<file path="src/hw/rtl/gdt_pkg.sv">
// gdt_pkg: shared types, register codes and tables for the gray dither block.
// No dependencies; imported by every module under hw/rtl.
package gdt_pkg;

  // Row scaling divider: quotient bits and step counter width
  localparam int DIV_W = 23;
  localparam int CNT_W = $clog2(DIV_W);

  // Configuration register indexes
  localparam logic [2:0] CFG_FB_WIDTH    = 3'd0;
  localparam logic [2:0] CFG_FB_HEIGHT   = 3'd1;
  localparam logic [2:0] CFG_ORIGIN_X    = 3'd2;
  localparam logic [2:0] CFG_ORIGIN_Y    = 3'd3;
  localparam logic [2:0] CFG_DEST_HEIGHT = 3'd4;
  localparam logic [2:0] CFG_SRC_HEIGHT  = 3'd5;
  localparam logic [2:0] CFG_DITHER_MODE = 3'd6;
  localparam logic [2:0] CFG_COLOR_MODE  = 3'd7;

  // Dither modes (code 3 falls back to threshold)
  localparam logic [1:0] DITHER_THRESH = 2'd0;
  localparam logic [1:0] DITHER_BAYER  = 2'd1;
  localparam logic [1:0] DITHER_CARRY  = 2'd2;

  // Color modes (codes 6 and 7 give mid gray)
  localparam logic [2:0] COLOR_GRAY1 = 3'd0;
  localparam logic [2:0] COLOR_GRAY2 = 3'd1;
  localparam logic [2:0] COLOR_GRAY4 = 3'd2;
  localparam logic [2:0] COLOR_GRAY8 = 3'd3;
  localparam logic [2:0] COLOR_RGB   = 3'd4;
  localparam logic [2:0] COLOR_RGBA  = 3'd5;

  localparam logic [7:0] GRAY_MID   = 8'd128;
  localparam logic [7:0] THRESH_LVL = 8'd127;

  // 8x8 Bayer matrix, indexed by {row[2:0], col[2:0]}
  localparam logic [5:0] BAYER [0:63] = '{
    6'd0,  6'd32, 6'd8,  6'd40, 6'd2,  6'd34, 6'd10, 6'd42,
    6'd48, 6'd16, 6'd56, 6'd24, 6'd50, 6'd18, 6'd58, 6'd26,
    6'd12, 6'd44, 6'd4,  6'd36, 6'd14, 6'd46, 6'd6,  6'd38,
    6'd60, 6'd28, 6'd52, 6'd20, 6'd62, 6'd30, 6'd54, 6'd22,
    6'd3,  6'd35, 6'd11, 6'd43, 6'd1,  6'd33, 6'd9,  6'd41,
    6'd51, 6'd19, 6'd59, 6'd27, 6'd49, 6'd17, 6'd57, 6'd25,
    6'd15, 6'd47, 6'd7,  6'd39, 6'd13, 6'd45, 6'd5,  6'd37,
    6'd63, 6'd31, 6'd55, 6'd23, 6'd61, 6'd29, 6'd53, 6'd21
  };

  typedef struct packed {
    logic [10:0] dest_col;
    logic [10:0] src_row;
    logic [7:0]  sample_a;
    logic [7:0]  sample_b;
    logic [7:0]  sample_c;
    logic [7:0]  alpha;
  } in_word_t;

  typedef struct packed {
    logic [18:0] byte_index;
    logic [7:0]  bit_mask;
    logic        pixel_white;
  } out_word_t;

  typedef struct packed {
    logic [11:0] fb_width;
    logic [11:0] fb_height;
    logic [11:0] origin_x;
    logic [11:0] origin_y;
    logic [11:0] dest_height;
    logic [11:0] src_height;
    logic [1:0]  dither_mode;
    logic [2:0]  color_mode;
  } cfg_regs_t;

  // Controller -> datapath
  typedef struct packed {
    logic load;      // capture input word
    logic prep;      // products, column position, divider setup
    logic div_step;  // one restoring division step
    logic gray;      // gray level, row position, bounds
    logic emit;      // dither decision, address, output load
  } dp_cmd_t;

  // Datapath -> controller
  typedef struct packed {
    logic scale_en;  // row scaling active
    logic out_free;  // output register can take a word this cycle
  } dp_sts_t;

endpackage

</file>
<file path="src/hw/rtl/gdt_cfg.sv">
// gdt_cfg: configuration register file, written one register per handshake.
// Depends on gdt_pkg.
module gdt_cfg import gdt_pkg::*; (
  input  logic        clk,
  input  logic        rst_n,
  input  logic        wr_en,
  input  logic [2:0]  wr_index,
  input  logic [11:0] wr_data,
  output cfg_regs_t   regs
);

  cfg_regs_t regs_r;
  cfg_regs_t regs_nxt;

  always_comb begin
    regs_nxt = regs_r;
    if (wr_en) begin
      unique case (wr_index)
        CFG_FB_WIDTH:    regs_nxt.fb_width    = wr_data;
        CFG_FB_HEIGHT:   regs_nxt.fb_height   = wr_data;
        CFG_ORIGIN_X:    regs_nxt.origin_x    = wr_data;
        CFG_ORIGIN_Y:    regs_nxt.origin_y    = wr_data;
        CFG_DEST_HEIGHT: regs_nxt.dest_height = wr_data;
        CFG_SRC_HEIGHT:  regs_nxt.src_height  = wr_data;
        CFG_DITHER_MODE: regs_nxt.dither_mode = wr_data[1:0];
        CFG_COLOR_MODE:  regs_nxt.color_mode  = wr_data[2:0];
        default:         regs_nxt = regs_r;
      endcase
    end
  end

  always_ff @(posedge clk) begin
    if (!rst_n) begin
      regs_r.fb_width    <= 12'd800;
      regs_r.fb_height   <= 12'd480;
      regs_r.origin_x    <= 12'd0;
      regs_r.origin_y    <= 12'd0;
      regs_r.dest_height <= 12'd0;
      regs_r.src_height  <= 12'd0;
      regs_r.dither_mode <= DITHER_THRESH;
      regs_r.color_mode  <= COLOR_GRAY8;
    end else begin
      regs_r <= regs_nxt;
    end
  end

  assign regs = regs_r;

endmodule

</file>
<file path="src/hw/rtl/gdt_ctrl.sv">
// gdt_ctrl: sequencer for one pixel word: load, prep, divide, gray, emit.
// Depends on gdt_pkg; drives gdt_dp through dp_cmd_t.
module gdt_ctrl import gdt_pkg::*; (
  input  logic    clk,
  input  logic    rst_n,
  input  logic    in_valid,
  output logic    in_stall,
  input  dp_sts_t sts,
  output dp_cmd_t cmd
);

  typedef enum logic [4:0] {
    ST_IDLE = 5'b00001,
    ST_PREP = 5'b00010,
    ST_DIV  = 5'b00100,
    ST_GRAY = 5'b01000,
    ST_EMIT = 5'b10000
  } state_t;

  state_t             state_r, state_nxt;
  logic [CNT_W-1:0]   cnt_r, cnt_nxt;

  always_comb begin
    state_nxt = state_r;
    cnt_nxt   = cnt_r;
    cmd       = '0;
    unique case (state_r)
      ST_IDLE: begin
        if (in_valid) begin
          cmd.load  = 1'b1;
          state_nxt = ST_PREP;
        end
      end
      ST_PREP: begin
        cmd.prep  = 1'b1;
        cnt_nxt   = '0;
        state_nxt = sts.scale_en ? ST_DIV : ST_GRAY;
      end
      ST_DIV: begin
        cmd.div_step = 1'b1;
        cnt_nxt      = cnt_r + 1'b1;
        if (cnt_r == CNT_W'(DIV_W - 1)) begin
          state_nxt = ST_GRAY;
        end
      end
      ST_GRAY: begin
        cmd.gray  = 1'b1;
        state_nxt = ST_EMIT;
      end
      ST_EMIT: begin
        if (sts.out_free) begin
          cmd.emit  = 1'b1;
          state_nxt = ST_IDLE;
        end
      end
      default: state_nxt = ST_IDLE;
    endcase
  end

  assign in_stall = (state_r != ST_IDLE);

  always_ff @(posedge clk) begin
    if (!rst_n) begin
      state_r <= ST_IDLE;
      cnt_r   <= '0;
    end else begin
      state_r <= state_nxt;
      cnt_r   <= cnt_nxt;
    end
  end

endmodule

</file>
<file path="src/hw/rtl/gdt_dp.sv">
// gdt_dp: pixel datapath: blend products, bit-serial row divider, gray,
// bounds, dither, address and output register. Depends on gdt_pkg.
module gdt_dp import gdt_pkg::*; (
  input  logic      clk,
  input  logic      rst_n,
  input  cfg_regs_t cfg,
  input  dp_cmd_t   cmd,
  output dp_sts_t   sts,
  input  in_word_t  in_data,
  output logic      out_valid,
  input  logic      out_stall,
  output out_word_t out_data
);

  in_word_t          in_r;
  logic [15:0]       prod_r [3];
  logic [15:0]       prod_nxt [3];
  logic [12:0]       ax_r, ax_nxt;
  logic [DIV_W-1:0]  q_r, q_nxt;
  logic [11:0]       rem_r, rem_nxt;
  logic [7:0]        gray_r, gray_nxt;
  logic [11:0]       ay_r;
  logic              onscreen_r, onscreen_nxt;
  logic signed [6:0] carry_r, carry_nxt;
  out_word_t         out_r, out_nxt;
  logic              out_valid_r, out_valid_nxt;

  logic [7:0]  chan_raw [3];
  logic [7:0]  chan_sel [3];
  logic [16:0] ow_x1 [3];
  logic [16:0] ow_s [3];
  logic [15:0] luma_sum;
  logic [24:0] ay_full;
  logic [13:0] div_sub;
  logic [DIV_W-1:0] dividend;
  logic [20:0] addr_full;

  logic [9:0]  dv_val;
  logic [7:0]  dv_clamp;
  logic        dv_white;
  logic [8:0]  dv_err;
  logic [6:0]  dv_mag;
  logic [9:0]  dv_mag7;
  logic [6:0]  carry_in;
  logic [7:0]  bayer_th;
  logic        white;

  assign sts.scale_en = (cfg.dest_height != cfg.src_height) &&
                        (cfg.dest_height != 12'd0) && (cfg.src_height != 12'd0);
  assign sts.out_free = !out_valid_r || !out_stall;

  assign chan_raw[0] = in_r.sample_a;
  assign chan_raw[1] = in_r.sample_b;
  assign chan_raw[2] = in_r.sample_c;

  // prep: over-white blend numerators, column position, divider setup
  always_comb begin
    for (int i = 0; i < 3; i++) begin
      prod_nxt[i] = {8'd0, chan_raw[i]} * {8'd0, in_r.alpha}
                  + {8'd0, 8'd255 - in_r.alpha} * 16'd255;
    end
  end

  assign ax_nxt   = {cfg.origin_x[11], cfg.origin_x} + {2'b00, in_r.dest_col};
  assign dividend = {12'd0, in_r.src_row} * {11'd0, cfg.dest_height};

  // restoring division step, remainder stays below the divisor
  assign div_sub = {1'b0, rem_r, q_r[DIV_W-1]} - {2'b00, cfg.src_height};

  always_comb begin
    q_nxt   = q_r;
    rem_nxt = rem_r;
    if (cmd.prep) begin
      q_nxt   = sts.scale_en ? dividend : {12'd0, in_r.src_row};
      rem_nxt = '0;
    end else if (cmd.div_step) begin
      if (!div_sub[13]) begin
        rem_nxt = div_sub[11:0];
        q_nxt   = {q_r[DIV_W-2:0], 1'b1};
      end else begin
        rem_nxt = {rem_r[10:0], q_r[DIV_W-1]};
        q_nxt   = {q_r[DIV_W-2:0], 1'b0};
      end
    end
  end

  // gray: x/255 as (x+1 + ((x+1)>>8)) >> 8, exact below 2^16
  always_comb begin
    for (int i = 0; i < 3; i++) begin
      ow_x1[i] = {1'b0, prod_r[i]} + 17'd1;
      ow_s[i]  = ow_x1[i] + (ow_x1[i] >> 8);
      chan_sel[i] = (cfg.color_mode == COLOR_RGBA) ? ow_s[i][15:8] : chan_raw[i];
    end
    luma_sum = {8'd0, chan_sel[0]} * 16'd77 + {8'd0, chan_sel[1]} * 16'd150
             + {8'd0, chan_sel[2]} * 16'd29;
  end

  always_comb begin
    case (cfg.color_mode) inside
      COLOR_GRAY1: gray_nxt = {8{in_r.sample_a[0]}};
      COLOR_GRAY2: gray_nxt = {6'd0, in_r.sample_a[1:0]} * 8'd85;
      COLOR_GRAY4: gray_nxt = {in_r.sample_a[3:0], in_r.sample_a[3:0]};
      COLOR_GRAY8: gray_nxt = in_r.sample_a;
      COLOR_RGB, COLOR_RGBA: gray_nxt = luma_sum[15:8];
      default:     gray_nxt = GRAY_MID;
    endcase
  end

  assign ay_full = {{13{cfg.origin_y[11]}}, cfg.origin_y} + {2'b00, q_r};
  assign onscreen_nxt = !ay_full[24] && (ay_full < {13'd0, cfg.fb_height}) &&
                        !ax_r[12] && (ax_r < {1'b0, cfg.fb_width});

  // emit: dither decision and carry
  assign carry_in = (in_r.dest_col == 11'd0) ? 7'd0 : carry_r;
  assign dv_val   = {2'b00, gray_r} + {{3{carry_in[6]}}, carry_in};
  assign dv_clamp = dv_val[9] ? 8'd0 : (dv_val[8] ? 8'd255 : dv_val[7:0]);
  assign dv_white = dv_clamp[7];
  assign dv_err   = dv_white ? ({1'b0, dv_clamp} - 9'd255) : {1'b0, dv_clamp};
  assign dv_mag   = dv_err[8] ? 7'(9'd0 - dv_err) : dv_err[6:0];
  assign dv_mag7  = {3'd0, dv_mag} * 10'd7;
  assign bayer_th = {BAYER[{ay_r[2:0], ax_r[2:0]}], 2'b00};

  always_comb begin
    carry_nxt = '0;
    case (cfg.dither_mode)
      DITHER_BAYER: white = gray_r > bayer_th;
      DITHER_CARRY: begin
        white     = dv_white;
        carry_nxt = dv_err[8] ? 7'(7'd0 - {1'b0, dv_mag7[9:4]})
                              : {1'b0, dv_mag7[9:4]};
      end
      default:      white = gray_r > THRESH_LVL;
    endcase
  end

  assign addr_full = {9'd0, ay_r} * {12'd0, cfg.fb_width[11:3]}
                   + {12'd0, ax_r[11:3]};

  always_comb begin
    out_nxt.byte_index  = addr_full[18:0];
    out_nxt.bit_mask    = 8'h80 >> ax_r[2:0];
    out_nxt.pixel_white = white;
  end

  always_comb begin
    out_valid_nxt = out_valid_r && out_stall;
    if (cmd.emit && onscreen_r) begin
      out_valid_nxt = 1'b1;
    end
  end

  // payload registers
  always_ff @(posedge clk) begin
    if (cmd.load) begin
      in_r <= in_data;
    end
    if (cmd.prep) begin
      prod_r <= prod_nxt;
      ax_r   <= ax_nxt;
    end
    q_r   <= q_nxt;
    rem_r <= rem_nxt;
    if (cmd.gray) begin
      gray_r     <= gray_nxt;
      ay_r       <= ay_full[11:0];
      onscreen_r <= onscreen_nxt;
    end
    if (cmd.emit && onscreen_r) begin
      out_r <= out_nxt;
    end
  end

  // control state
  always_ff @(posedge clk) begin
    if (!rst_n) begin
      out_valid_r <= 1'b0;
      carry_r     <= '0;
    end else begin
      out_valid_r <= out_valid_nxt;
      if (cmd.emit) begin
        carry_r <= onscreen_r ? carry_nxt : 7'd0;
      end
    end
  end

  assign out_valid = out_valid_r;
  assign out_data  = out_r;

endmodule

</file>
<file path="src/hw/rtl/pixel_gray_dither_to_1bpp.sv">
// pixel_gray_dither_to_1bpp: top level, gray conversion and 1 bpp dither.
// Depends on gdt_pkg, gdt_cfg, gdt_ctrl and gdt_dp.
//
//   channel | handshake            | word
//   --------+----------------------+--------------------------------------
//   in_     | in_valid / in_stall  | in_word_t: column, source row, samples
//   out_    | out_valid / out_stall| out_word_t: byte index, mask, white
//   cfg_    | cfg_valid / cfg_ready| cfg_index (3 b), cfg_data (12 b)
//
// One word at a time: without row scaling a word goes load, prep, gray, emit;
// with it the bit-serial restoring divider (one quotient bit per cycle) that
// maps the source row to the destination row runs between prep and gray.
// An off-screen word goes through the same steps and produces nothing.
// The finished word sits in an output register, so the next input word
// is taken while it waits; a held out_stall only blocks the emit step.
// Reset (rst_n low, synchronous) loads register defaults and clears the
// error carry; cfg_ready is always high.
module pixel_gray_dither_to_1bpp import gdt_pkg::*; (
  input  logic        clk,
  input  logic        rst_n,
  input  logic        in_valid,
  output logic        in_stall,
  input  in_word_t    in_data,
  output logic        out_valid,
  input  logic        out_stall,
  output out_word_t   out_data,
  input  logic        cfg_valid,
  output logic        cfg_ready,
  input  logic [2:0]  cfg_index,
  input  logic [11:0] cfg_data
);

  cfg_regs_t cfg;
  dp_cmd_t   cmd;
  dp_sts_t   sts;

  assign cfg_ready = 1'b1;

  // register file
  gdt_cfg u_cfg (
    .clk      (clk),
    .rst_n    (rst_n),
    .wr_en    (cfg_valid && cfg_ready),
    .wr_index (cfg_index),
    .wr_data  (cfg_data),
    .regs     (cfg)
  );

  // sequencer
  gdt_ctrl u_ctrl (
    .clk      (clk),
    .rst_n    (rst_n),
    .in_valid (in_valid),
    .in_stall (in_stall),
    .sts      (sts),
    .cmd      (cmd)
  );

  // gray, divider, bounds, dither, address, output register
  gdt_dp u_dp (
    .clk       (clk),
    .rst_n     (rst_n),
    .cfg       (cfg),
    .cmd       (cmd),
    .sts       (sts),
    .in_data   (in_data),
    .out_valid (out_valid),
    .out_stall (out_stall),
    .out_data  (out_data)
  );

endmodule
</file>
<file path="config.mk">
export PLATFORM = sky130hd
export DESIGN_NAME = pixel_gray_dither_to_1bpp
export DESIGN_NICKNAME = d
export VERILOG_FILES = /design/src/hw/rtl/gdt_pkg.sv /design/src/hw/rtl/gdt_cfg.sv /design/src/hw/rtl/gdt_ctrl.sv /design/src/hw/rtl/gdt_dp.sv /design/src/hw/rtl/pixel_gray_dither_to_1bpp.sv
export SDC_FILE = /design/constraint.sdc
export NUM_CORES = 2
export LEC_CHECK = 0
export BUFFER_PORTS_ARGS = -buffer_cell sky130_fd_sc_hd__buf_4
export CAP_MARGIN = 5
export CORE_ASPECT_RATIO = 1.5
export CORE_UTILIZATION = 45
export CTS_CLUSTER_SIZE = 10
export DETAILED_ROUTE_END_ITERATION = 8
export GPL_TIMING_DRIVEN = 0
export HOLD_SLACK_MARGIN = 0.06
export PLACE_DENSITY_LB_ADDON = 0.2
export SYNTH_ARGS = -nofsm -noshare
export SYNTH_HDL_FRONTEND = slang
export SYNTH_SLANG_ARGS = --single-unit
</file>
<file path="constraint.sdc">
create_clock -name clk -period 24.5 [get_ports clk]
set_input_delay 3.675 -clock clk [delete_from_list [all_inputs] [get_ports clk]]
set_output_delay 3.675 -clock clk [all_outputs]
set_load 0.02 [all_outputs]
</file>
Yosys cells after proc, flatten, opt, wreduce, memory -nomap -nowiden
Memories as Yosys holds them, arrays and structs flattened.
Index checks and enable logic that the tools add are counted.
{ "totals": {"ff_bits": 294, "latchBits": 0, "ram_bits": 0, "romBits": 384, "in_bits": 74, "output_inout_bits": 31, "elab_cells": 162, "mem_count": 1} }
{ "op_classes": {"addsub": 21, "multipliers": 11, "div": 0, "order_cmp": 5, "eq_ne": 25, "shifts": 1, "n_mux": 38, "bitwise": 1, "reduce_logical": 29} }
{ "memory_table": {"columns": ["name", "depth", "width", "rd", "rd_ports_with_merged_regs", "wr", "line", "rtl"], "rows": [
  ["(no name shown)", 64, 6, 1, 0, 0, "gdt_dp.sv:121", "assign bayer_th = {BAYER[{ay_r[2:0], ax_r[2:0]}], 2'b00};"]
]} }
{ "ops": {"columns": ["operator", "count"], "rows": [
  ["$mux W8", 10],
  ["$mux W23", 3],
  ["$add A16 B1 Y17 const B", 3],
  ["$add A16 B16 Y16", 3],
  ["$add A16 B9 Y16", 3],
  ["$mul A8 B8 Y16", 3],
  ["$mux W7", 5],
  ["$mul A8 B7 Y15 const B", 2],
  ["$add A12 B24 Y25", 1],
  ["$lt A25 B12 Y1", 1],
  ["$pmux W5 S5", 1],
  ["$reduce_bool A12 Y1", 2],
  ["$mul A11 B12 Y23", 1],
  ["$add A19 B9 Y19", 1],
  ["$mul A12 B9 Y19", 1],
  ["$eq A3 B3 Y1 const B", 6],
  ["$add A15 B16 Y16", 1],
  ["$add A16 B13 Y16", 1],
  ["$mul A8 B8 Y16 const B", 1],
  ["$reduce_and A2 Y1", 8],
  ["$mux W5", 3],
  ["$sub A13 B12 Y14", 1],
  ["$add A12 B12 Y13", 1],
  ["$lt A13 B12 Y1", 1],
  ["42 further kinds", 68]
]} }

Depth between registers and ports, before layout
{ "logic_depth": {"word_depth": 14, "ltp_mapped": 40, "mapped_depth_nobuf": 40} }

Modules after synthesis
From an unflattened synthesis, not the netlist that was laid out.
{ "hier_totals": {"hier_cells": 3898, "area_unflattened_um2": 36568.8} }
{ "modules_own_cells": {"columns": ["mod", "instances", "cells_per_inst", "area_per_inst_um2", "seq_area_each_um2"], "rows": [
  ["gdt_dp", 1, 3550, 33089.2, 6015.8],
  ["gdt_cfg", 1, 278, 2889.0, 1541.5],
  ["gdt_ctrl", 1, 68, 579.3, 200.2],
  ["pixel_gray_dither_to_1bpp", 1, 2, 11.3, 0.0]
]} }

Least setup slack after synthesis
OpenSTA, ideal clock, no wires.
{ "synth_path": {"path_type": "reg2reg", "start": "reg u_dp.prod_r[18] (netlist bit)", "end": "reg u_dp.gray_r[4] (data pin)", "setup_ns": 0.268, "arrival_time_ns": 8.563, "required_ns": 24.232, "setup_slack_ns": 15.669, "stages_incl_launch_ff": 36, "n_path_buf": 0, "period_less_slack_ns": 8.831, "cell_sequence": "edfxtp_1 -> nand3_2 -> or4_4 -> nor2_1 -> xor2_1 -> ha_1 -> o211ai_1 -> a211oi_2 -> o221ai_2 -> a31oi_4 -> o21ai_2 -> or4_4 -> xnor2_1 -> o21ai_2 -> xor2_1 -> ha_1 -> inv_1 -> fa_1 -> fa_1 -> inv_1 -> ha_1 -> a21oi_1 -> xnor2_1 -> ha_1 -> fa_1 -> inv_1 -> fa_1 -> fa_1 -> inv_1 -> ha_1 -> a21o_1 -> a21o_1 -> a41o_1 -> a21oi_1 -> xor2_1 -> o22ai_1"} }
{ "synth_via": {"elab_chain_len": 11} }
{ "synth_lines": {"columns": ["element", "line", "rtl"], "rows": [
  ["start: declaration", "gdt_dp.sv:16", "logic [15:0] prod_r [3];"],
  ["start signal: assignment", "gdt_dp.sv:158", "prod_r <= prod_nxt;"],
  ["$add A16 B1 Y17", "gdt_dp.sv:90", "ow_x1[i] = {1'b0, prod_r[i]} + 17'd1;"],
  ["$add A16 B9 Y16", "gdt_dp.sv:91", "ow_s[i] = ow_x1[i] + (ow_x1[i] >> 8);"],
  ["$mux W8", "gdt_dp.sv:92", "chan_sel[i] = (cfg.color_mode == COLOR_RGBA) ? ow_s[i][15:8] : chan_raw[i];"],
  ["$mul A8 B7 Y15", "gdt_dp.sv:94", "luma_sum = {8'd0, chan_sel[0]} * 16'd77 + {8'd0, chan_sel[1]} * 16'd150"],
  ["$add A15 B16 Y16", "gdt_dp.sv:94", null],
  ["$add A16 B13 Y16", "gdt_dp.sv:95", "+ {8'd0, chan_sel[2]} * 16'd29;"],
  ["$mux W8 (5 in series)", "gdt_dp.sv:99", "case (cfg.color_mode) inside"],
  ["via u_dp.gray_nxt[4]", "gdt_dp.sv:21", "logic [7:0] gray_r, gray_nxt;"],
  ["end signal: assignment", "gdt_dp.sv:164", "gray_r <= gray_nxt;"],
  ["end: declaration", "gdt_dp.sv:21", null]
]} }
The timed path passes the listed nets, and every way through them passes these cells.
A chain may end at the register's enable or synchronous reset.

Worst setup path in the final report
{ "layout_path": {"start": "reg u_dp.prod_r[18] (netlist bit)", "end": "reg u_dp.gray_r[7] (data pin)"} }
The elaborated chain is that of the path after synthesis.

==> flow_summary.json <==
{
  "fmax_mhz": 103,
  "worst_r2r_startpoint": "u_dp.prod_r[18]",
  "synth_seq_cells": 294,
  "clk_path_buf_depth": 3,
  "hold_viol": 0,
  "fp.coreArea_um2": 79800,
  "violations": "DRC, capacitance limit",
  "arrival_ns": 10.03,
  "drv_slew": 0,
  "hpwl_um": 78600,
  "start_util_pct": 45.4,
  "cts_tree": "done",
  "cp-end-kind": "flop",
  "grt_pass1_wl_um": 148000,
  "critPathKind": "reg2reg",
  "synth_flop_cell": "edfxtp_1",
  "vias": 27000,
  "finish.utilization_pct": 49.6,
  "rsz0062_at_grt": "no",
  "reg2regPathDepth": 36,
  "clock-sinks": 294,
  "syn-cell-area_um2": 36200,
  "avgSynthCellArea_um2": 9.25,
  "fin_crit_sh_pct": 39.6,
  "wl_met2_um": 52300,
  "critPathLaunch": "u_dp.prod_r[18]",
  "clock_latency_ns": 0.59,
  "grt_max_degree": 65,
  "async_flop_share_pct": 0,
  "portBuffers": 98,
  "required_ns": 24.82,
  "hold_ws_ns": 0.457,
  "die_y_um": 349,
  "numCtsBuffers": 40,
  "grt_pass1_vias": 28700,
  "routed.top_layer": "met4",
  "post_cts_buffers": 0,
  "crit_buf_inv": 4,
  "crit_fanout": 8,
  "worst_pin_slew_ns": 1.45,
  "antenna_found_initial": 1,
  "ant_nets": 0,
  "status": "complete, but fails checks",
  "setup_viol_count_final": 0,
  "hp-start": "u_ctrl.cnt_r[4]",
  "layout-drive-gt1-share_pct": 4.91,
  "avgViaCountPerCell": 5.27,
  "worst_setup_hold_path_clk_slew_ns": 0.06,
  "wl_per_cell_um": 18.3,
  "m1WireLength_um": 32200,
  "syn2layout_area_growth_pct": 9.27,
  "max_stage_delay_ns": 0.56,
  "tns_ns": 0,
  "crit_slowest_cell": "or4_4",
  "nets": 4999,
  "ctsResizeCount": 0,
  "route.detailed.drc": 22,
  "r2r_slack_ns": 14.80,
  "grt_overflow": 0,
  "startpoint_type": "flop",
  "dr.pass1.iters": 6,
  "dieArea_um2": 81600,
  "yosysSeqAreaShare_pct": 21.4,
  "max_slew_margin_pct": 0.954,
  "synthCells": 3915,
  "drv_cap": 1,
  "cts-root-buf": "clkbuf_16",
  "die_x_um": 234,
  "ys_warn_count": 0,
  "cp_top_family": "adder cells",
  "min_path_type": "reg2reg",
  "drt_wl_total_um": 93600,
  "cts.htree.levels": 2,
  "clock_skew_ns": 0.0209,
  "met3WireLength_um": 2680,
  "drtIter0Drc": 996,
  "hold_depth": 1,
  "reg2reg_to": "u_dp.gray_r[7]",
  "netlist-cell-type-count": 89,
  "io_pins": 105,
  "cts_hold_buffers": 0,
  "synth_edf_count": 187,
  "post-route-min-period_ns": 9.70,
  "gp_congestion": 0.918,
  "min_to": "u_ctrl.cnt_r[4]",
  "rows": 127,
  "grt_usage_pct": 23.6
}
## worst max-delay path by stage
| stage | to | slack, ns | cells past startpoint |
|---|---|---|---|
| 6_report | u_dp.gray_r[7] | 14.80 | 36 |
| 5_1_grt | u_dp.gray_r[7] | 14.19 | 40 |
| 4_1_cts | u_dp.gray_r[7] | 14.71 | 37 |
| 3_5_place_dp | u_dp.gray_r[7] | 14.77 | 37 |
| 3_3_place_gp | u_dp.gray_r[7] | 14.84 | 36 |
| 2_1_floorplan | u_dp.gray_r[4] | 15.67 | 35 |
## cell type report
class / instances / area [µm²]
clock inverter: 12 / 81.3
fill: 7700 / 40200
inverter: 656 / 2460
sequential: 294 / 7760
clock buffer: 61 / 1150
buffer: 119 / 452
antenna: 1 / 2.50
tap: 1032 / 1290
multi-input combinational: 2848 / 25600
timing repair buffer: 102 / 806
## cells in the final DEF (no fill, tap or decap), types with 8 or more instances in the layout
cell type | synthesis | layout
edfxtp_1 | 187 | 187
buf_4 | 1 | 99
nor3b_1 | 8 | 8
a2111oi_0 | 8 | 8
a21o_1 | 53 | 53
inv_1 | 654 | 653
or2_2 | 10 | 10
nor4_1 | 21 | 21
o21ai_0 | 119 | 119
nand2_1 | 511 | 511
a21boi_0 | 76 | 76
xor2_1 | 80 | 80
ha_1 | 454 | 454
clkbuf_1 | 113 | 129
o21bai_1 | 17 | 17
nor2b_1 | 27 | 27
nand2b_1 | 29 | 29
nor3_1 | 43 | 42
a21oi_1 | 110 | 110
o211ai_1 | 19 | 19
o21ai_1 | 18 | 18
xnor2_1 | 148 | 148
fa_1 | 410 | 410
or3_1 | 10 | 10
and2_1 | 222 | 222
clkbuf_16 | 0 | 42
nand4_1 | 12 | 12
o31ai_1 | 17 | 17
dfxtp_1 | 107 | 107
nand3_1 | 55 | 55
mux2i_1 | 29 | 29
a211oi_1 | 11 | 11
o21a_1 | 18 | 18
a31oi_1 | 13 | 13
and3_1 | 17 | 16
nor2_1 | 160 | 159
## cells in the mapped netlist (18+ instances only)
| library cell | n | area (µm²) |
|---|---|---|
| o211ai_1 | 19 | 143 |
| nor4_1 | 21 | 131 |
| ha_1 | 454 | 5680 |
| fa_1 | 410 | 8210 |
| o21ai_1 | 18 | 90.1 |
| a21o_1 | 53 | 398 |
| a21oi_1 | 110 | 551 |
| nand2_1 | 511 | 1920 |
| o21ai_0 | 119 | 596 |
| a21boi_0 | 76 | 571 |
| clkbuf_1 | 113 | 424 |
| xor2_1 | 80 | 701 |
| nand2b_1 | 29 | 181 |
| edfxtp_1 | 187 | 5620 |
| dfxtp_1 | 107 | 2140 |
| nor2b_1 | 27 | 169 |
| nand3_1 | 55 | 275 |
| and2_1 | 222 | 1390 |
| nor2_1 | 160 | 601 |
| inv_1 | 654 | 2450 |
| mux2i_1 | 29 | 290 |
| nor3_1 | 43 | 215 |
| o21a_1 | 18 | 135 |
| xnor2_1 | 148 | 1300 |
## kinds of logic after synthesis
| group | synth area share [%] |
|---|---|
| flops | 21.4 |
| compound gates | 10.3 |
| fa+ha+maj | 38.4 |
| xor+xnor | 5.64 |
| buf+inv | 8.05 |
| other cells | 0.0207 |
| mux | 0.895 |
| simple gates | 15.3 |
## metal layers
layer	global-route usage, %	vias up
met5	0	-
met4	14.4	0
met3	2.36	262
met2	47.5	466
met1	22.2	13200
li1	-	13100
## worst reg2reg max path, delay by kind of cell, from the launching register on
family          cells  cell delay [ns]
flops               1             0.43
xor+xnor            5             1.06
fa+ha+maj          10             4.02
compound gates     12             2.21
buf+inv             4             0.18
simple gates        5             1.53
## per-stage QoR
step	cell area (µm²)	std cells	setup WS, ns
floorplan	36200	3917	15.67
global placement	38200	5047	14.84
detailed placement	38300	5051	14.77
CTS	39600	5124	14.71
global route	39600	5125	14.19
finish	39600	5125	14.80
## registers in the layout, indices dropped and copies added (netlist names), 5 cells and up
name            flops
u_dp.in_r          30
u_dp.ay_r          12
u_dp.ax_r          13
u_ctrl.cnt_r        5
u_ctrl.state_r      5
u_cfg.regs         77
u_dp.prod_r        48
u_dp.carry_r        7
u_dp.rem_r         12
u_dp.chan_raw      24
u_dp.gray_r         8
u_dp.q_r           23
u_dp.out_data      28
Power is left out: the tool's default activity adds up to more than one toggle a clock period on the data nets, which glitch-free logic cannot reach.
